<file path="src/assert_macros.svh">
// assertion helpers shared by the rtl files
`ifndef ASSERT_MACROS_SVH
`define ASSERT_MACROS_SVH

`ifndef SYNTHESIS
// property must hold at every clock edge outside reset
`define CHK_PROP(lbl, clk, rst, prop) \
  lbl: assert property (@(posedge clk) disable iff (rst) (prop)) \
    else $error("assertion failed");
// expression must never be true outside reset
`define CHK_NEVER(lbl, clk, rst, expr) \
  lbl: assert property (@(posedge clk) disable iff (rst) !(expr)) \
    else $error("forbidden condition seen");
`else
`define CHK_PROP(lbl, clk, rst, prop)
`define CHK_NEVER(lbl, clk, rst, expr)
`endif

`endif

</file>
<file path="src/prc_pkg.sv">
`default_nettype none

package prc_pkg;

  localparam int SCREEN_WIDTH  = 240;
  localparam int SCREEN_HEIGHT = 240;
  localparam int RUN_LIMIT     = 240;

  localparam int COL_W   = 10;
  localparam int ROW_W   = 10;
  localparam int CNT_W   = 14;
  localparam int COLOR_W = 16;
  localparam int KIND_W  = 2;

  localparam logic [COL_W:0] SCREEN_W_EXT = (COL_W + 1)'(SCREEN_WIDTH);
  localparam logic [ROW_W:0] SCREEN_H_EXT = (ROW_W + 1)'(SCREEN_HEIGHT);
  localparam logic [COL_W-1:0] WIN_X1     = COL_W'(SCREEN_WIDTH - 1);
  localparam logic [CNT_W-1:0] RUN_LIMIT_C = CNT_W'(RUN_LIMIT);
  localparam logic [CNT_W-1:0] MAX_RUN_RESET = CNT_W'(1920);

  localparam logic REQ_PIXEL = 1'b0;
  localparam logic REQ_FLUSH = 1'b1;

  localparam logic [KIND_W-1:0] KIND_PIXEL  = 2'd0;
  localparam logic [KIND_W-1:0] KIND_DESC   = 2'd1;
  localparam logic [KIND_W-1:0] KIND_REJECT = 2'd2;

  localparam int QUEUE_DEPTH = 4;
  localparam int QPTR_W      = $clog2(QUEUE_DEPTH);

  // one classified input item, expanded into one or two beats by the back end
  typedef struct packed {
    logic               reject;
    logic               has_pix;
    logic               has_desc;
    logic               desc_first;
    logic [COLOR_W-1:0] color;
    logic [COL_W-1:0]   x0;
    logic [ROW_W-1:0]   y0;
    logic [ROW_W-1:0]   y1;
    logic [CNT_W-1:0]   count;
  } op_t;

  typedef struct packed {
    logic full;
    logic empty;
  } queue_status_t;

endpackage

`default_nettype wire

</file>
<file path="src/prc_front.sv">
`default_nettype none

`include "assert_macros.svh"

module prc_front (
  input  wire logic                         clk,
  input  wire logic                         rst,
  input  wire logic                         accept,
  input  wire logic                         req_type,
  input  wire logic [prc_pkg::COL_W-1:0]    pix_x,
  input  wire logic [prc_pkg::ROW_W-1:0]    pix_y,
  input  wire logic [prc_pkg::COLOR_W-1:0]  pix_color,
  input  wire logic                         cfg_wr_en,
  input  wire logic [prc_pkg::CNT_W-1:0]    cfg_wr_data,
  output logic                              push,
  output prc_pkg::op_t                      push_op
);

  logic                        run_open, run_open_next;
  logic [prc_pkg::COL_W-1:0]   start_col, start_col_next;
  logic [prc_pkg::ROW_W-1:0]   start_row, start_row_next;
  logic [prc_pkg::COL_W-1:0]   expect_col, expect_col_next;
  logic [prc_pkg::ROW_W-1:0]   expect_row, expect_row_next;
  logic                        can_continue, can_continue_next;
  logic [prc_pkg::CNT_W-1:0]   run_count, run_count_next;
  logic [prc_pkg::ROW_W-1:0]   last_row, last_row_next;
  logic [prc_pkg::CNT_W-1:0]   max_run;

  logic                        has_run;
  logic                        in_range;
  logic                        cont;
  logic [prc_pkg::CNT_W-1:0]   count_inc;
  logic [prc_pkg::COL_W:0]     x_inc;
  logic [prc_pkg::ROW_W:0]     y_inc;
  logic [prc_pkg::COL_W-1:0]   sc;
  logic [prc_pkg::COL_W-1:0]   exp_col_calc;
  logic [prc_pkg::ROW_W-1:0]   exp_row_calc;
  logic                        can_calc;

  assign has_run   = run_open && (run_count != '0);
  assign in_range  = ({1'b0, pix_x} < prc_pkg::SCREEN_W_EXT) &&
                     ({1'b0, pix_y} < prc_pkg::SCREEN_H_EXT);
  assign cont      = run_open && (run_count < prc_pkg::RUN_LIMIT_C) && can_continue &&
                     (pix_x == expect_col) && (pix_y == expect_row);
  assign count_inc = run_count + 1'b1;
  assign x_inc     = {1'b0, pix_x} + 1'b1;
  assign y_inc     = {1'b0, pix_y} + 1'b1;
  assign sc        = cont ? start_col : pix_x;

  // next expected neighbor, wrapping only for runs that start at column zero
  always_comb begin
    if (x_inc < prc_pkg::SCREEN_W_EXT) begin
      exp_col_calc = x_inc[prc_pkg::COL_W-1:0];
      exp_row_calc = pix_y;
      can_calc     = 1'b1;
    end else if ((sc == '0) && (y_inc < prc_pkg::SCREEN_H_EXT)) begin
      exp_col_calc = '0;
      exp_row_calc = y_inc[prc_pkg::ROW_W-1:0];
      can_calc     = 1'b1;
    end else begin
      exp_col_calc = '0;
      exp_row_calc = '0;
      can_calc     = 1'b0;
    end
  end

  always_comb begin
    run_open_next     = run_open;
    start_col_next    = start_col;
    start_row_next    = start_row;
    expect_col_next   = expect_col;
    expect_row_next   = expect_row;
    can_continue_next = can_continue;
    run_count_next    = run_count;
    last_row_next     = last_row;
    push              = 1'b0;
    push_op           = '0;
    if (accept) begin
      if (req_type == prc_pkg::REQ_FLUSH) begin
        if (has_run) begin
          push               = 1'b1;
          push_op.has_desc   = 1'b1;
          push_op.desc_first = 1'b1;
          push_op.x0         = start_col;
          push_op.y0         = start_row;
          push_op.y1         = last_row;
          push_op.count      = run_count;
        end
        run_open_next  = 1'b0;
        run_count_next = '0;
      end else if (!in_range) begin
        push           = 1'b1;
        push_op.reject = 1'b1;
      end else if (cont) begin
        push              = 1'b1;
        push_op.has_pix   = 1'b1;
        push_op.color     = pix_color;
        run_count_next    = count_inc;
        last_row_next     = pix_y;
        expect_col_next   = exp_col_calc;
        expect_row_next   = exp_row_calc;
        can_continue_next = can_calc;
        if (count_inc >= max_run) begin
          push_op.has_desc = 1'b1;
          push_op.x0       = start_col;
          push_op.y0       = start_row;
          push_op.y1       = pix_y;
          push_op.count    = count_inc;
          run_open_next    = 1'b0;
          run_count_next   = '0;
        end
      end else begin
        push            = 1'b1;
        push_op.has_pix = 1'b1;
        push_op.color   = pix_color;
        if (has_run) begin
          push_op.has_desc   = 1'b1;
          push_op.desc_first = 1'b1;
          push_op.x0         = start_col;
          push_op.y0         = start_row;
          push_op.y1         = last_row;
          push_op.count      = run_count;
        end
        run_open_next     = 1'b1;
        start_col_next    = pix_x;
        start_row_next    = pix_y;
        run_count_next    = prc_pkg::CNT_W'(1);
        last_row_next     = pix_y;
        expect_col_next   = exp_col_calc;
        expect_row_next   = exp_row_calc;
        can_continue_next = can_calc;
      end
    end
  end

  always_ff @(posedge clk) begin
    if (rst) begin
      run_open     <= 1'b0;
      start_col    <= '0;
      start_row    <= '0;
      expect_col   <= '0;
      expect_row   <= '0;
      can_continue <= 1'b0;
      run_count    <= '0;
      last_row     <= '0;
      max_run      <= prc_pkg::MAX_RUN_RESET;
    end else begin
      run_open     <= run_open_next;
      start_col    <= start_col_next;
      start_row    <= start_row_next;
      expect_col   <= expect_col_next;
      expect_row   <= expect_row_next;
      can_continue <= can_continue_next;
      run_count    <= run_count_next;
      last_row     <= last_row_next;
      if (cfg_wr_en) begin
        max_run <= cfg_wr_data;
      end
    end
  end

  `CHK_PROP(front_open_has_pixels, clk, rst, run_open |-> (run_count != '0))
  `CHK_NEVER(front_count_over_limit, clk, rst, run_count > prc_pkg::RUN_LIMIT_C)

endmodule

`default_nettype wire

</file>
<file path="src/prc_queue.sv">
`default_nettype none

`include "assert_macros.svh"

module prc_queue (
  input  wire logic              clk,
  input  wire logic              rst,
  input  wire logic              push,
  input  wire prc_pkg::op_t      push_op,
  input  wire logic              pop,
  output prc_pkg::op_t           head_op,
  output prc_pkg::queue_status_t status
);

  prc_pkg::op_t                  slots [prc_pkg::QUEUE_DEPTH];
  logic [prc_pkg::QPTR_W-1:0]    wr_ptr;
  logic [prc_pkg::QPTR_W-1:0]    rd_ptr;
  logic [prc_pkg::QPTR_W:0]      fill;

  assign status.full  = (fill == (prc_pkg::QPTR_W + 1)'(prc_pkg::QUEUE_DEPTH));
  assign status.empty = (fill == '0);
  assign head_op      = slots[rd_ptr];

  always_ff @(posedge clk) begin
    if (push) begin
      slots[wr_ptr] <= push_op;
    end
  end

  always_ff @(posedge clk) begin
    if (rst) begin
      wr_ptr <= '0;
      rd_ptr <= '0;
      fill   <= '0;
    end else begin
      if (push) begin
        wr_ptr <= wr_ptr + 1'b1;
      end
      if (pop) begin
        rd_ptr <= rd_ptr + 1'b1;
      end
      case ({push, pop})
        2'b10:   fill <= fill + 1'b1;
        2'b01:   fill <= fill - 1'b1;
        default: fill <= fill;
      endcase
    end
  end

  `CHK_NEVER(queue_push_when_full, clk, rst, push && status.full)
  `CHK_NEVER(queue_pop_when_empty, clk, rst, pop && status.empty)

endmodule

`default_nettype wire

</file>
<file path="src/prc_back.sv">
`default_nettype none

`include "assert_macros.svh"

module prc_back (
  input  wire logic                        clk,
  input  wire logic                        rst,
  input  wire prc_pkg::op_t                head_op,
  input  wire prc_pkg::queue_status_t      status,
  output logic                             pop,
  output logic                             out_valid,
  input  wire logic                        out_stall,
  output logic [prc_pkg::KIND_W-1:0]       out_kind,
  output logic [prc_pkg::COLOR_W-1:0]      out_color,
  output logic [prc_pkg::COL_W-1:0]        win_x0,
  output logic [prc_pkg::ROW_W-1:0]        win_y0,
  output logic [prc_pkg::COL_W-1:0]        win_x1,
  output logic [prc_pkg::ROW_W-1:0]        win_y1,
  output logic [prc_pkg::CNT_W-1:0]        run_pixels,
  output logic                             last
);

  logic phase;
  logic load;
  logic two_beats;
  logic final_beat;
  logic is_desc;

  assign load       = !status.empty && (!out_valid || !out_stall);
  assign two_beats  = !head_op.reject && head_op.has_desc && head_op.has_pix;
  assign final_beat = !two_beats || phase;
  assign pop        = load && final_beat;
  // descriptor slot is the first beat or the second depending on order
  assign is_desc    = head_op.has_desc && (!head_op.has_pix || (head_op.desc_first ^ phase));

  always_ff @(posedge clk) begin
    if (rst) begin
      out_valid <= 1'b0;
      phase     <= 1'b0;
    end else begin
      if (load) begin
        out_valid <= 1'b1;
        phase     <= !final_beat;
      end else if (!out_stall) begin
        out_valid <= 1'b0;
      end
    end
  end

  always_ff @(posedge clk) begin
    if (load) begin
      last <= final_beat;
      if (head_op.reject) begin
        out_kind   <= prc_pkg::KIND_REJECT;
        out_color  <= '0;
        win_x0     <= '0;
        win_y0     <= '0;
        win_x1     <= '0;
        win_y1     <= '0;
        run_pixels <= '0;
      end else if (is_desc) begin
        out_kind   <= prc_pkg::KIND_DESC;
        out_color  <= '0;
        win_x0     <= head_op.x0;
        win_y0     <= head_op.y0;
        win_x1     <= prc_pkg::WIN_X1;
        win_y1     <= head_op.y1;
        run_pixels <= head_op.count;
      end else begin
        out_kind   <= prc_pkg::KIND_PIXEL;
        out_color  <= head_op.color;
        win_x0     <= '0;
        win_y0     <= '0;
        win_x1     <= '0;
        win_y1     <= '0;
        run_pixels <= '0;
      end
    end
  end

  `CHK_PROP(back_desc_not_empty, clk, rst,
            (out_valid && (out_kind == prc_pkg::KIND_DESC)) |-> (run_pixels != '0))

endmodule

`default_nettype wire

</file>
<file path="src/pixel_run_coalescer_unit.sv">
// channel  | handshake              | payload
// ---------+------------------------+----------------------------------------------
// in       | in_valid / in_stall    | req_type, pix_x, pix_y, pix_color
// out      | out_valid / out_stall  | out_kind, out_color, win_x0..win_y1,
//          |                        | run_pixels, last
// cfg      | cfg_wr_en              | cfg_wr_data (max_run_pixels)
//
// one item is accepted per cycle while in_stall is low; results pass the queue and then the out register
// items with a descriptor and pixel data leave as two output beats from the single out register
// a four deep op queue sits between the classifier and the beat expander
// in_stall rises only when that queue is full, so output stalls reach the input late
// rst is synchronous; it empties the queue, closes any run and reloads max_run_pixels to 1920
`default_nettype none

module pixel_run_coalescer_unit (
  input  wire logic                         clk,
  input  wire logic                         rst,
  // input beats
  input  wire logic                         in_valid,
  output logic                              in_stall,
  input  wire logic                         req_type,
  input  wire logic [prc_pkg::COL_W-1:0]    pix_x,
  input  wire logic [prc_pkg::ROW_W-1:0]    pix_y,
  input  wire logic [prc_pkg::COLOR_W-1:0]  pix_color,
  // run length limit register
  input  wire logic                         cfg_wr_en,
  input  wire logic [prc_pkg::CNT_W-1:0]    cfg_wr_data,
  // result beats
  output logic                              out_valid,
  input  wire logic                         out_stall,
  output logic [prc_pkg::KIND_W-1:0]        out_kind,
  output logic [prc_pkg::COLOR_W-1:0]       out_color,
  output logic [prc_pkg::COL_W-1:0]         win_x0,
  output logic [prc_pkg::ROW_W-1:0]         win_y0,
  output logic [prc_pkg::COL_W-1:0]         win_x1,
  output logic [prc_pkg::ROW_W-1:0]         win_y1,
  output logic [prc_pkg::CNT_W-1:0]         run_pixels,
  output logic                              last
);

  // front to queue
  logic                   push;
  prc_pkg::op_t           push_op;
  // queue to back
  prc_pkg::op_t           head_op;
  prc_pkg::queue_status_t status;
  logic                   pop;
  logic                   accept;

  // input side only waits on queue space
  assign in_stall = status.full;
  assign accept   = in_valid && !in_stall;

  // run tracker: classifies each beat and updates the open run
  prc_front u_front (
    .clk         (clk),
    .rst         (rst),
    .accept      (accept),
    .req_type    (req_type),
    .pix_x       (pix_x),
    .pix_y       (pix_y),
    .pix_color   (pix_color),
    .cfg_wr_en   (cfg_wr_en),
    .cfg_wr_data (cfg_wr_data),
    .push        (push),
    .push_op     (push_op)
  );

  // decoupling queue of classified ops
  prc_queue u_queue (
    .clk     (clk),
    .rst     (rst),
    .push    (push),
    .push_op (push_op),
    .pop     (pop),
    .head_op (head_op),
    .status  (status)
  );

  // beat expander with the output register
  prc_back u_back (
    .clk        (clk),
    .rst        (rst),
    .head_op    (head_op),
    .status     (status),
    .pop        (pop),
    .out_valid  (out_valid),
    .out_stall  (out_stall),
    .out_kind   (out_kind),
    .out_color  (out_color),
    .win_x0     (win_x0),
    .win_y0     (win_y0),
    .win_x1     (win_x1),
    .win_y1     (win_y1),
    .run_pixels (run_pixels),
    .last       (last)
  );

endmodule

`default_nettype wire
</file>
<file path="config.mk">
export PLATFORM = sky130hd
export DESIGN_NAME = pixel_run_coalescer_unit
export DESIGN_NICKNAME = d
export VERILOG_FILES = /design/src/prc_pkg.sv /design/src/prc_front.sv /design/src/prc_queue.sv /design/src/prc_back.sv /design/src/pixel_run_coalescer_unit.sv
export VERILOG_INCLUDE_DIRS = /design/src /design/src/src
export SDC_FILE = /design/constraint.sdc
export NUM_CORES = 1
export LEC_CHECK = 0
export ABC_CLOCK_PERIOD_IN_PS = 17160
export BUFFER_PORTS_ARGS = -buffer_cell sky130_fd_sc_hd__buf_2
export CAP_MARGIN = 15
export CORE_ASPECT_RATIO = 0.8
export CORE_MARGIN = 2
export CORE_UTILIZATION = 46
export CTS_CLUSTER_SIZE = 16
export DETAILED_ROUTE_END_ITERATION = 12
export HOLD_SLACK_MARGIN = 0.05
export PLACE_DENSITY_LB_ADDON = 0.12
export REMOVE_ABC_BUFFERS = 1
export SYNTH_ARGS = -nofsm -noshare
export SYNTH_HDL_FRONTEND = slang
export SYNTH_HIERARCHICAL = 1
export SYNTH_SLANG_ARGS = --single-unit
</file>
<file path="constraint.sdc">
create_clock -name clk -period 17.16 [get_ports clk]
set_clock_uncertainty 0.15 [all_clocks]
set_input_delay 1.716 -clock clk [delete_from_list [all_inputs] [get_ports clk]]
set_output_delay 1.716 -clock clk [all_outputs]
set_load 0.01 [all_outputs]
</file>
# After elaboration in Yosys (flattened, before gate mapping)

Memories as Yosys holds them, arrays and structs flattened. A register that Yosys moved wholly into a read port is not among the register bits.
Index checks and enable logic that the tools add are counted.

Output and inout port bits: 75
ROM bits: 0
Input bits: 56
Register bits: 162
Bits in latches: 0
Memories: 1
RAM bits: 256
Word-level logic and storage cells: 122

Eq/ne operators: 7
Shifts and indexed selects: 0
$mul: 0
Reductions and logical operators: 35
$add $sub $neg: 7
Muxes and demuxes: 40
Bitwise gates (word level): 4
Divide/modulo/power cells: 0
Magnitude comparators: 6

Memories:

| memory        | depth | width | read ports | clocked after memory_dff | write ports | RTL line        | source |
|---|---|---|---|---|---|---|---|
| u_queue.slots | 4     | 64    | 1          | 1                        | 1           | prc_queue.sv:15 | `prc_pkg::op_t slots [prc_pkg::QUEUE_DEPTH];` |

Operators with widths:

| operator              | count |
|---|---|
| $mux 44               | 4 |
| $mux 64               | 1 |
| $mux 63               | 1 |
| $mux 14               | 4 |
| $mux 10               | 4 |
| $add 10x1->11 const B | 2 |
| $lt 11x8->1 const B   | 2 |
| $eq 10x10->1          | 2 |
| $lt 10x8->1 const B   | 2 |
| $mux 1                | 18 |
| $mux 16               | 1 |
| $add 14x1->14 const B | 1 |
| $ge 14x14->1          | 1 |
| $lt 14x8->1 const B   | 1 |
| $reduce_bool 14->1    | 1 |
| $logic_and 1x1->1     | 13 |
| $logic_not 10->1      | 1 |
| $mux 2                | 5 |
| $logic_not 1->1       | 8 |
| $mux 8                | 1 |
| $pmux 3 s2            | 1 |
| $reduce_and 3->1      | 2 |
| $add 2x1->2 const B   | 2 |
| $reduce_and 4->1      | 1 |
| other kinds (14)      | 20 |

# Depth between registers and ports, before layout

Gate-level depths: netlist (run 1).

Depth after elaboration: 10
Gate-level depth with buffers: 15

# Modules after synthesis

Netlist (run 1), hierarchy kept.

Modules (own cells, without submodules):

| module                   | seq. area each (sq um) | times used | area each (sq um) | cells an instance |
|---|---|---|---|---|
| prc_queue                | 7867.5                 | 1          | 9744.3            | 381 |
| prc_front                | 1601.5                 | 1          | 4932.2            | 627 |
| prc_back                 | 1931.9                 | 1          | 2585.0            | 155 |
| pixel_run_coalescer_unit | 0.0                    | 1          | 13.8              | 1 |

# Worst setup path after synthesis (run 1)

OpenSTA, ideal clock, no wires.

Path type: input to register
Start: in out_stall
End: reg u_queue/fill[2] (netlist bit)
Arrival: 6.508 ns
Stages: 8
Library setup time: 0.070 ns
Path slack: 10.432 ns
Buffers on the path: 0
Path through: a21oi_1 -> nor2b_1 -> ha_1 -> inv_1 -> fa_1 -> xor2_1 -> or3_1 -> a21oi_1

Word-level cells in the longest chain between the ends: 6

RTL lines:

| what                                                   | RTL line                       | source |
|---|---|---|
| from (decl)                                            | pixel_run_coalescer_unit.sv:30 | `input wire logic out_stall,` |
| $logic_not 1->1 (*)                                    | prc_back.sv:29                 | `assign load = !status.empty && (!out_valid \|\| !out_stall);` |
| $logic_or 1x1->1 (*)                                   | prc_back.sv:29                 |  |
| $logic_and 1x1->1 (*)                                  | prc_back.sv:29                 |  |
| $logic_and 1x1->1 (*)                                  | prc_back.sv:32                 | `assign pop = load && final_beat;` |
| named net pop                                          | pixel_run_coalescer_unit.sv:47 | `logic pop;` |
| $eq 2x1->1 / $eq 2x2->1 (equally long branches)        | prc_queue.sv:42                | `case ({push, pop})` |
| $pmux 3 s2 / $reduce_bool 2->1 (equally long branches) | -                              |  |
| to (signal assigned)                                   | prc_queue.sv:43                | `2'b10: fill <= fill + 1'b1;` |
| to (signal assigned)                                   | prc_queue.sv:44                | `2'b01: fill <= fill - 1'b1;` |
| to (signal assigned)                                   | prc_queue.sv:45                | `default: fill <= fill;` |
| to (decl)                                              | prc_queue.sv:18                | `logic [prc_pkg::QPTR_W:0] fill;` |

Mark *: on every way through the listed nets, which the timed path passes. The rest lies on a longest branch.
A chain may end at the register's enable or synchronous reset.

# Worst setup path in the final report (run 1)

Start: in pix_y[9] (netlist bit)
End: reg u_front/start_col[0] (netlist bit)

Word-level cells in the longest chain between the ends: 3

RTL lines:

| what                                                                | RTL line                         | source |
|---|---|---|
| from (decl)                                                         | pixel_run_coalescer_unit.sv:23   | `input wire logic [prc_pkg::ROW_W-1:0] pix_y,` |
| $lt 10x8->1 / $eq 10x10->1 (equally long branches)                  | prc_front.sv:42, prc_front.sv:44 |  |
| $logic_and 1x1->1, on equally long branches                         | prc_front.sv:41, prc_front.sv:44 |  |
| $reduce_and 3->1 (no source line) / $mux 10 (equally long branches) | -                                |  |
| to (signal assigned)                                                | prc_front.sv:149                 | `start_col <= start_col_next;` |
| to (decl)                                                           | prc_front.sv:20                  | `logic [prc_pkg::COL_W-1:0] start_col, start_col_next;` |

Parallel ways exist; a longest one is shown, timed or not.

==> results.json, run 1 <==
{
  "status": "complete, no violations",
  "chipHeight_um": 177,
  "synth_area_um2": 17300,
  "postCtsResizedCells": 0,
  "ys_seq_area_frac": 0.660,
  "start_util": 0.466,
  "yosysUniqueCellTypes": 77,
  "synthCells": 1164,
  "drive_gt1_frac": 0.232,
  "path_max_fanout": 58,
  "synthArstFlopShare": 0,
  "fin_ws_ns": 12.12,
  "cp_data_arrival_time_ns": 5.36,
  "stdcell_area_um2": 19500,
  "setup_violations": 0,
  "r2r_setup_slack_ns": 12.66,
  "antenna_found_initial": 1,
  "dieArea_um2": 39100,
  "synth-edff-count": 319,
  "rr_startpoint": "u_front/run_count[0]",
  "clk_latency_ns": 0.54,
  "dp_slack_ns": 11.61,
  "required_ns": 17.48,
  "cts_tree": "yes",
  "drv_cap": 0,
  "min_from": "u_front/last_row[3]",
  "post_cts_buffers": 0,
  "ys.flop_type": "edfxtp_1",
  "setup-tns-final_ns": 0,
  "crit_chain": "buf_2, or3_1, nor3_1, nand3b_1, inv_2, buf_4, and2_1, nand2_1, a21oi_1",
  "grt_pass1_wl_um": 56300,
  "hold_viol_final": 0,
  "p_leak_uw": 0.00708,
  "finalCritPeriodShare": 0.294,
  "n_antenna_cell": 0,
  "crit_family": "simple AND/OR/NAND/NOR gates",
  "htree_num_levels": 2,
  "dp_hpwl_um": 22000,
  "seq_area_um2": 11400,
  "grt_max_degree": 65,
  "drtPass1Iterations": 5,
  "rr_worst_depth": 13,
  "grt_remaining_overflow": 0,
  "core_area_um2": 37000,
  "crit_slowest_cell": "nand3b_1",
  "end_kind": "register",
  "ir_worst_vdd_v": 0.0000855,
  "most-common-layout-cells": "319 x edfxtp_1, 127 x buf_2, 89 x dfxtp_1",
  "die_w_um": 221,
  "p_per_area_nw_per_um2": 133,
  "grt_pass1_vias": 9633,
  "worstHoldEndpoint": "u_front/last_row[3]",
  "max_stage_delay_ns": 0.78,
  "final-max-slew-violation-count": 0,
  "drtIter0Drc": 738,
  "holdPathStages": 2,
  "pin_count": 131,
  "ctsHoldBuffers": 0,
  "layout_commonest_cell": "edfxtp_1",
  "crit_cells": 9,
  "multiInputGateArea_um2": 5290,
  "drc_errors": 0,
  "ys_warn_count": 6,
  "gp_congestion": 0.898,
  "synth_seq_cells": 410,
  "cts_sinks": 410,
  "layout.nets": 1352,
  "cts_buffer_depth": 3,
  "syn_avg_cell_area_um2": 14.8,
  "post-route-min-period_ns": 5.04,
  "fill_cells": 3143,
  "maxSlewHeadroom": 0.281,
  "grt_use_total": 0.189,
  "clkTransAtPathRegs_ns": 0.06,
  "cts_buffers": 43,
  "critical_path_class": "in -> reg",
  "cp_num_buf_inv": 3,
  "worstMarginPinSlew_ns": 1.08,
  "start_kind": "input pin",
  "detail_route.wl_per_cell_um": 20.1,
  "area_growth_pct": 12.7,
  "rsz0062_at_grt": "no",
  "hp-class": "reg -> reg",
  "final_antenna_net_count": 0,
  "r2r_end": "u_queue/slots[0][32]",
  "postPlaceCellArea_um2": 18100,
  "routed-via-count": 9666,
  "vias_per_cell": 5.39,
  "max_freq_ghz": 0.198,
  "cts_root_buf": "clkbuf_16",
  "io_buffers": 127,
  "row_count": 63,
  "routed_wirelength_um": 36100
}
==> cell type report <==
class / instances / area share
multi-input cells: 648 / 0.272
inverters: 30 / 0.00578
clock inverters: 17 / 0.00546
flip-flops and latches: 410 / 0.586
well taps: 487 / 0.0313
repair buffers: 139 / 0.0373
clock buffers: 61 / 0.0625
==> layer usage <==
layer | vias up | part of all wire | GRT usage
li1 | 4563 | - | -
met2 | 241 | 0.43 | 0.275
met3 | 56 | 0.049 | 0.0350
met4 | 2 | 0.019 | 0.0492
met1 | 4804 | 0.50 | 0.292
met5 | - | 0.00019 | 0
==> flip-flops by register name (all words and copies together), names as in the netlist, 14 cells and up, named ones only <==
register and cells:
u_back/out_color 16, u_back/run_pixels 14, u_queue/slots 256, u_front/max_run 14
u_front/run_count 14
==> cell usage after synthesis, drive strengths merged (4+ instances only) <==
cell type	instances	area (µm²)
a211oi	14	120
a21o	7	52.6
a21oi	45	240
a22o	6	52.6
a31o	6	61.3
a41oi	4	35.0
and2	96	618
and3	23	144
buf	42	360
clkbuf	36	136
dfxtp	91	1820
edfxtp	319	9580
ha	23	288
inv	30	113
mux2i	14	140
mux4	64	1460
nand2	88	330
nand2b	7	43.8
nand3	19	95.1
nand3b	4	30.0
nand4	8	56.3
nor2	56	210
nor2b	7	51.3
nor3	13	70.1
nor3b	21	158
nor4	12	103
o211ai	9	67.6
o21a	4	30.0
o21ai	10	50.0
xnor2	21	191
xor2	28	245
==> report_power, final <==
part	switching, µW	internal (µW)
Sequential	44.2	1210
Combinational	265	193
Clock	366	507
==> stage by stage <==
step           std cells  total power, µW  utilization  hold slack (ns)
2_1_floorplan       1088             1570            -            0.276
3_3_place_gp        1714             1750        0.490            0.291
3_5_place_dp        1714             1750        0.490            0.299
4_1_cts             1792             2630        0.526            0.307
5_1_grt             1792             2710        0.526            0.329
6_report            1792             2590        0.526            0.311
==> worst min-delay path, cell delays in order, from the launching register on <==
cell	delay, ns
dfxtp_1	0.31
nand2_1	0.05
a21oi_1	0.06
==> kinds of logic after synthesis <==
kind of cell,share of synthesized area
and+or+nand+nor,0.117
adders and majority gates,0.0178
AOI/OAI and AO/OA,0.0508
other,0.000217
muxes,0.0933
buffers and inverters,0.0353
DFF,0.660
xor gates and xnor gates,0.0253
==> how the worst max path moves through the flow <==
stage / from / to
floorplan: out_stall / u_queue/fill[2]
global placement: pix_y[9] / u_front/start_col[1]
detailed placement: pix_y[9] / u_front/start_col[0]
CTS: pix_y[9] / u_front/start_col[0]
global route: pix_y[9] / u_front/start_col[0]
finish: pix_y[9] / u_front/start_col[0]
(Power assumes the default switching activity.)
==> run 2: changes to the inputs <==
--- a/config.mk
+++ b/config.mk
@@ -6,7 +6,8 @@
 export SDC_FILE = /design/constraint.sdc
 export NUM_CORES = 1
 export LEC_CHECK = 0
-export ABC_CLOCK_PERIOD_IN_PS = 17160
+export ABC_AREA = 1
+export ABC_CLOCK_PERIOD_IN_PS = 4650
 export BUFFER_PORTS_ARGS = -buffer_cell sky130_fd_sc_hd__buf_2
 export CAP_MARGIN = 15
 export CORE_ASPECT_RATIO = 0.8
==> constraint.sdc (replaced) <==
create_clock -name clk -period 4.65 [get_ports clk]
set_clock_uncertainty 0.15 [all_clocks]
set_input_delay 0.465 -clock clk [delete_from_list [all_inputs] [get_ports clk]]
set_output_delay 0.465 -clock clk [all_outputs]
set_load 0.01 [all_outputs]
==> results.json, run 2 <==
{
  "seq_area_um2": 11400,
  "required_ns": 4.79,
  "setup_violations": 0,
  "cts_tree": "yes",
  "area_growth_pct": 13.5,
  "cts_buffers": 43,
  "drc_errors": 0,
  "io_buffers": 127,
  "r2r_setup_slack_ns": 0.57,
  "start_kind": "register",
  "grt_remaining_overflow": 0,
  "drv_cap": 0,
  "worstMarginPinSlew_ns": 1.01,
  "layout.nets": 1949,
  "gp_congestion": 0.905,
  "antenna_found_initial": 1,
  "row_count": 64,
  "grt_use_total": 0.212,
  "holdPathStages": 3,
  "synth_area_um2": 18000,
  "postCtsResizedCells": 0,
  "stdcell_count": 2400,
  "ir_worst_vdd_v": 0.000507,
  "routed-via-count": 12600,
  "clkTransAtPathRegs_ns": 0.07,
  "maxSlewHeadroom": 0.310,
  "dp_slack_ns": 0.603,
  "grt_pass1_vias": 12300,
  "critical_path_class": "reg -> reg",
  "placed_cells": 2304,
  "routed_wirelength_um": 43000,
  "cts_buffer_depth": 3,
  "ys_seq_area_frac": 0.632,
  "dieArea_um2": 40800,
  "setup-tns-final_ns": 0,
  "synth.most_common_cell": "edfxtp_1",
  "fin_ws_ns": 0.568,
  "regMostFlops": "u_queue/slots",
  "p_per_area_nw_per_um2": 528,
  "cp_data_arrival_time_ns": 4.23,
  "status": "complete, no violations",
  "multiInputGateArea_um2": 5200,
  "htree_num_levels": 2,
  "rr_startpoint": "u_front/run_count[0]",
  "r2r_end": "u_queue/slots[3][36]",
  "finalCritPeriodShare": 0.878,
  "synth_seq_cells": 410,
  "dp_hpwl_um": 26400,
  "post-route-min-period_ns": 4.08,
  "detail_route.wl_per_cell_um": 17.9,
  "hold_viol_final": 0,
  "ys.flop_type": "edfxtp_1",
  "worstSetupStartpoint": "u_front/run_count[0]",
  "largest_reg_flops": 256,
  "pin_count": 131,
  "hp-class": "in -> reg",
  "drive_gt1_frac": 0.163,
  "syn_avg_cell_area_um2": 10.3,
  "crit_end": "u_queue/slots[3][36]",
  "path_max_fanout": 16,
  "clk_latency_ns": 0.56,
  "final-max-slew-violation-count": 0,
  "synth_top_area_share": 0.531,
  "rsz0062_at_grt": "no",
  "synth-edff-count": 319,
  "cts_sinks": 410,
  "chipHeight_um": 181,
  "cts_root_buf": "clkbuf_16",
  "fill_cells": 3392,
  "synthCells": 1750,
  "most-common-layout-cells": "319 x edfxtp_1, 267 x nor2_1, 205 x inv_1",
  "layout_commonest_cell": "edfxtp_1",
  "p_total_uw": 10800,
  "core_area_um2": 38400,
  "synth_top_cells_by_area": "edfxtp_1 53%, dfxtp_1 10%, nor2_1 5.6%, inv_1 4.4%, nand2_1 4.2%",
  "grt_pass1_wl_um": 67400,
  "start_util": 0.469,
  "yosys-top-cells-count": "319 x edfxtp_1, 267 x nor2_1, 210 x inv_1",
  "die_w_um": 225,
  "grt_max_degree": 81,
  "yosysUniqueCellTypes": 44,
  "fin_util": 0.532,
  "final_antenna_net_count": 0,
  "vias_per_cell": 5.24,
  "rr_worst_depth": 20,
  "yosys.area.top_type": "edfxtp_1",
  "drtIter0Drc": 957,
  "reg_top3": "u_queue/slots x256, u_back/out_color x16",
  "end_kind": "register",
  "ys_warn_count": 6,
  "p_leak_uw": 0.00814,
  "post_cts_buffers": 0,
  "synthArstFlopShare": 0,
  "drtPass1Iterations": 5,
  "max_freq_ghz": 0.245
}
run 2: cell types whose count changed in the layout (fill, tap and decap cells not counted), moves of 36 or more:
cell / delta
o22ai_1: +70
nor2_1: +211
and2_1: -78
o21ai_0: +142
o21ai_1: +54
a21oi_1: +40
nand2_1: +112
inv_1: +176
nor2_2: +36
mux4_2: -60
run 2: worst min path at each step:
stage | startpoint | end | slack (ns)
finish | cfg_wr_data[4] | u_front/max_run[4] | 0.07
global route | pix_x[7] | u_front/start_col[7] | 0.11
CTS | cfg_wr_data[4] | u_front/max_run[4] | 0.06
detailed placement | u_queue/rd_ptr[1] | register | 0.27
global placement | u_queue/rd_ptr[1] | register | 0.27
floorplan | u_queue/rd_ptr[1] | register | 0.26
run 2: per-layer routing:
| layer | vias up | part of all wire | GRT usage |
|---|---|---|---|
| li1 | 6163 | - | - |
| met1 | 6019 | 0.46 | 0.298 |
| met2 | 312 | 0.46 | 0.341 |
| met3 | 71 | 0.052 | 0.0285 |
| met4 | 0 | 0.024 | 0.0657 |
| met5 | - | 0 | 0 |
run 2: power breakdown:
group / total [µW] / internal, µW / switching, µW
Clock: 3350 / 1930 / 1420
Sequential: 4650 / 4520 / 134
Combinational: 2790 / 827 / 1970
Total: 10800 / 7280 / 3520
run 2: what timing repair did:
action / CTS / global route
hold buffers: 15 / 0
setup endpoints to repair: 0 / 0
hold endpoints to repair: 15 / 0
run 2: cell families (layout without fill, tap and decap cells):
kind of cell | after synthesis | in the layout | synth area share
xor+xnor | 18 | 18 | 0.00874
compound gates | 386 | 386 | 0.118
other cells | 1 | 4 | 0.000208
buf+inv | 319 | 471 | 0.0801
fa+ha+maj | 24 | 24 | 0.0171
flops | 410 | 410 | 0.632
simple gates | 592 | 592 | 0.144
run 2: layout make-up:
type                    count  area share
clock buffers              56      0.0584
clock inverters            24     0.00893
inverters                 227      0.0419
diodes                      1    0.000122
well taps                 495      0.0303
multi-input cells        1023       0.254
flip-flops and latches    410       0.557
repair buffers            164      0.0489
run 2: worst max-delay path, cell delays in order (launching register included):
cell	delay, ns
dfxtp_1	0.44
inv_1	0.12
nor3_1	0.37
nand4_1	0.24
nor3_2	0.21
nand3_1	0.13
nor3_1	0.19
xor2_1	0.18
ha_1	0.26
nand2_1	0.10
nor2_1	0.07
nand2_1	0.06
o211a_1	0.13
nand2_1	0.05
nor2_1	0.35
nor2_4	0.05
nor3_2	0.13
nor2_2	0.05
nand2_2	0.23
buf_12	0.22
nor2_2	0.07
run 2: per-stage QoR:
step           hold slack (ns)  cell area, µm²
2_1_floorplan            0.262           17400
3_3_place_gp             0.274           18900
3_5_place_dp             0.273           18900
4_1_cts                 0.0644           20500
5_1_grt                  0.115           20500
6_report                0.0682           20500
==> run 3: changes to the inputs <==
--- a/config.mk
+++ b/config.mk
@@ -10,7 +10,7 @@
 export ABC_CLOCK_PERIOD_IN_PS = 4650
 export BUFFER_PORTS_ARGS = -buffer_cell sky130_fd_sc_hd__buf_2
 export CAP_MARGIN = 15
-export CORE_ASPECT_RATIO = 0.8
+export CORE_ASPECT_RATIO = 0.9
 export CORE_MARGIN = 2
 export CORE_UTILIZATION = 46
 export CTS_CLUSTER_SIZE = 16
==> results.json, run 3 (synthesis gave the netlist of run 2 again) <==
{
  "crit_cells": 20,
  "most-common-layout-cells": "319 x edfxtp_1, 267 x nor2_1, 205 x inv_1",
  "fill_cells": 3487,
  "routed-via-count": 12600,
  "crit_family": "simple AND/OR/NAND/NOR gates",
  "start_kind": "register",
  "dp_hpwl_um": 26700,
  "drive_gt1_frac": 0.163,
  "maxSlewHeadroom": 0.354,
  "holdPathStages": 2,
  "postPlaceCellArea_um2": 19000,
  "largest_reg_flops": 256,
  "pin_count": 131,
  "die_w_um": 213,
  "setup_violations": 0,
  "p_total_uw": 10900,
  "rsz0062_at_grt": "no",
  "regMostFlops": "u_queue/slots",
  "finalCritPeriodShare": 0.911,
  "core_area_um2": 38500,
  "worstMarginPinSlew_ns": 0.945,
  "io_buffers": 127,
  "reg_top3": "u_queue/slots x256, u_back/out_color x16",
  "n_antenna_cell": 0,
  "row_count": 68,
  "chipHeight_um": 192,
  "detail_route.wl_per_cell_um": 17.5,
  "routed_wirelength_um": 42600,
  "p_leak_uw": 0.00820,
  "cts_buffers": 43,
  "cts_sinks": 410,
  "max_freq_ghz": 0.236,
  "final-max-slew-violation-count": 0,
  "post-route-min-period_ns": 4.24,
  "gp_congestion": 0.890,
  "layout.nets": 1958,
  "hp-class": "in -> reg",
  "vias_per_cell": 5.16,
  "start_util": 0.468,
  "dieArea_um2": 40800,
  "grt_remaining_overflow": 0,
  "area_growth_pct": 14.6,
  "ir_worst_vdd_v": 0.000356,
  "antenna_found_initial": 0,
  "status": "complete, no violations",
  "hold_viol_final": 0,
  "grt_use_total": 0.212,
  "path_max_fanout": 21,
  "max_stage_delay_ns": 0.44,
  "cp_num_buf_inv": 2,
  "drc_errors": 0,
  "stdcell_area_um2": 20700,
  "clk_latency_ns": 0.57,
  "htree_num_levels": 2,
  "drv_cap": 0,
  "p_per_area_nw_per_um2": 529,
  "grt_pass1_wl_um": 66500,
  "cts_tree": "yes",
  "cts_buffer_depth": 3,
  "drtIter0Drc": 929,
  "crit_slowest_cell": "dfxtp_1",
  "end_kind": "register",
  "rr_worst_depth": 20,
  "drtPass1Iterations": 6,
  "clkTransAtPathRegs_ns": 0.06,
  "grt_max_degree": 80,
  "seq_area_um2": 11400,
  "final_antenna_net_count": 0,
  "layout_commonest_cell": "edfxtp_1",
  "grt_pass1_vias": 12000,
  "cp_data_arrival_time_ns": 4.39,
  "required_ns": 4.80,
  "crit_chain": "inv_1, nor3_1, nand4_1, nor3_2, nand3_1, nor3_1, xor2_1, ha_1, nand2_1, nor2_1, nand2_1, o211a_1, nand2_1, nor2_1, nor2_4, nor3_2, nor2_2, nand2_2, buf_6, nor2_1",
  "cts_root_buf": "clkbuf_16",
  "critical_path_class": "reg -> reg",
  "multiInputGateArea_um2": 5200
}
## run 3: final timing paths
| check | startpoint | to | slack (ns) |
|---|---|---|---|
| max | u_front/run_count[0] | u_queue/slots[2][24] | 0.41 |
| min | cfg_wr_en | u_front/max_run[7] | 0.09 |
| max reg2reg | u_front/run_count[0] | u_queue/slots[2][24] | 0.41 |
| min reg2reg | u_queue/rd_ptr[1] | register | 0.29 |
## run 3: worst reg2reg max path, stage by stage, from the launching register on
cell and delay [ns]:
dfxtp_1 0.44, inv_1 0.12, nor3_1 0.38, nand4_1 0.25, nor3_2 0.23, nand3_1 0.14
nor3_1 0.23, xor2_1 0.27, ha_1 0.30, nand2_1 0.12, nor2_1 0.07, nand2_1 0.06
o211a_1 0.13, nand2_1 0.06, nor2_1 0.23, nor2_4 0.11, nor3_2 0.14, nor2_2 0.05
nand2_2 0.06, buf_6 0.28, nor2_1 0.16
## run 3: final cells by class
class / instances / area share
Sequential cell: 410 / 0.552
Multi-Input combinational cell: 1023 / 0.251
Clock buffer: 50 / 0.0538
Timing Repair Buffer: 173 / 0.0535
Inverter: 227 / 0.0414
Tap cell: 525 / 0.0318
Clock inverter: 29 / 0.0162
## run 3: routing by layer
| layer | up-vias | wire length (µm) | GRT usage |
|---|---|---|---|
| met5 | - | 0 | 0 |
| met3 | 56 | 2310 | 0.0324 |
| li1 | 6190 | - | - |
| met4 | 0 | 852 | 0.0678 |
| met2 | 353 | 19100 | 0.327 |
| met1 | 5981 | 20300 | 0.310 |
## run 3: report_power, final
group | total [µW] | internal (µW) | switching (µW)
clock network | 3490 | 2060 | 1430
logic | 2810 | 835 | 1970
registers | 4630 | 4520 | 112
total | 10900 | 7420 | 3510
## run 3: per-stage QoR
stage	TNS [ns]	hold WS (ns)	util	std cells	worst slack [ns]
2_1_floorplan	-17.60	0.262	-	1660	-0.840
3_3_place_gp	0	0.276	0.494	2339	0.537
3_5_place_dp	0	0.282	0.494	2339	0.297
4_1_cts	0	0.0584	0.535	2434	0.251
5_1_grt	0	0.100	0.536	2437	0.102
6_report	0	0.0857	0.536	2437	0.412
## run 3: repair_timing
action	in CTS	in global routing
endpoints found under the hold margin	16	0
hold buffers	16	0
resized for setup	0	1
endpoints found under the setup margin	0	84
buffers inserted	0	2
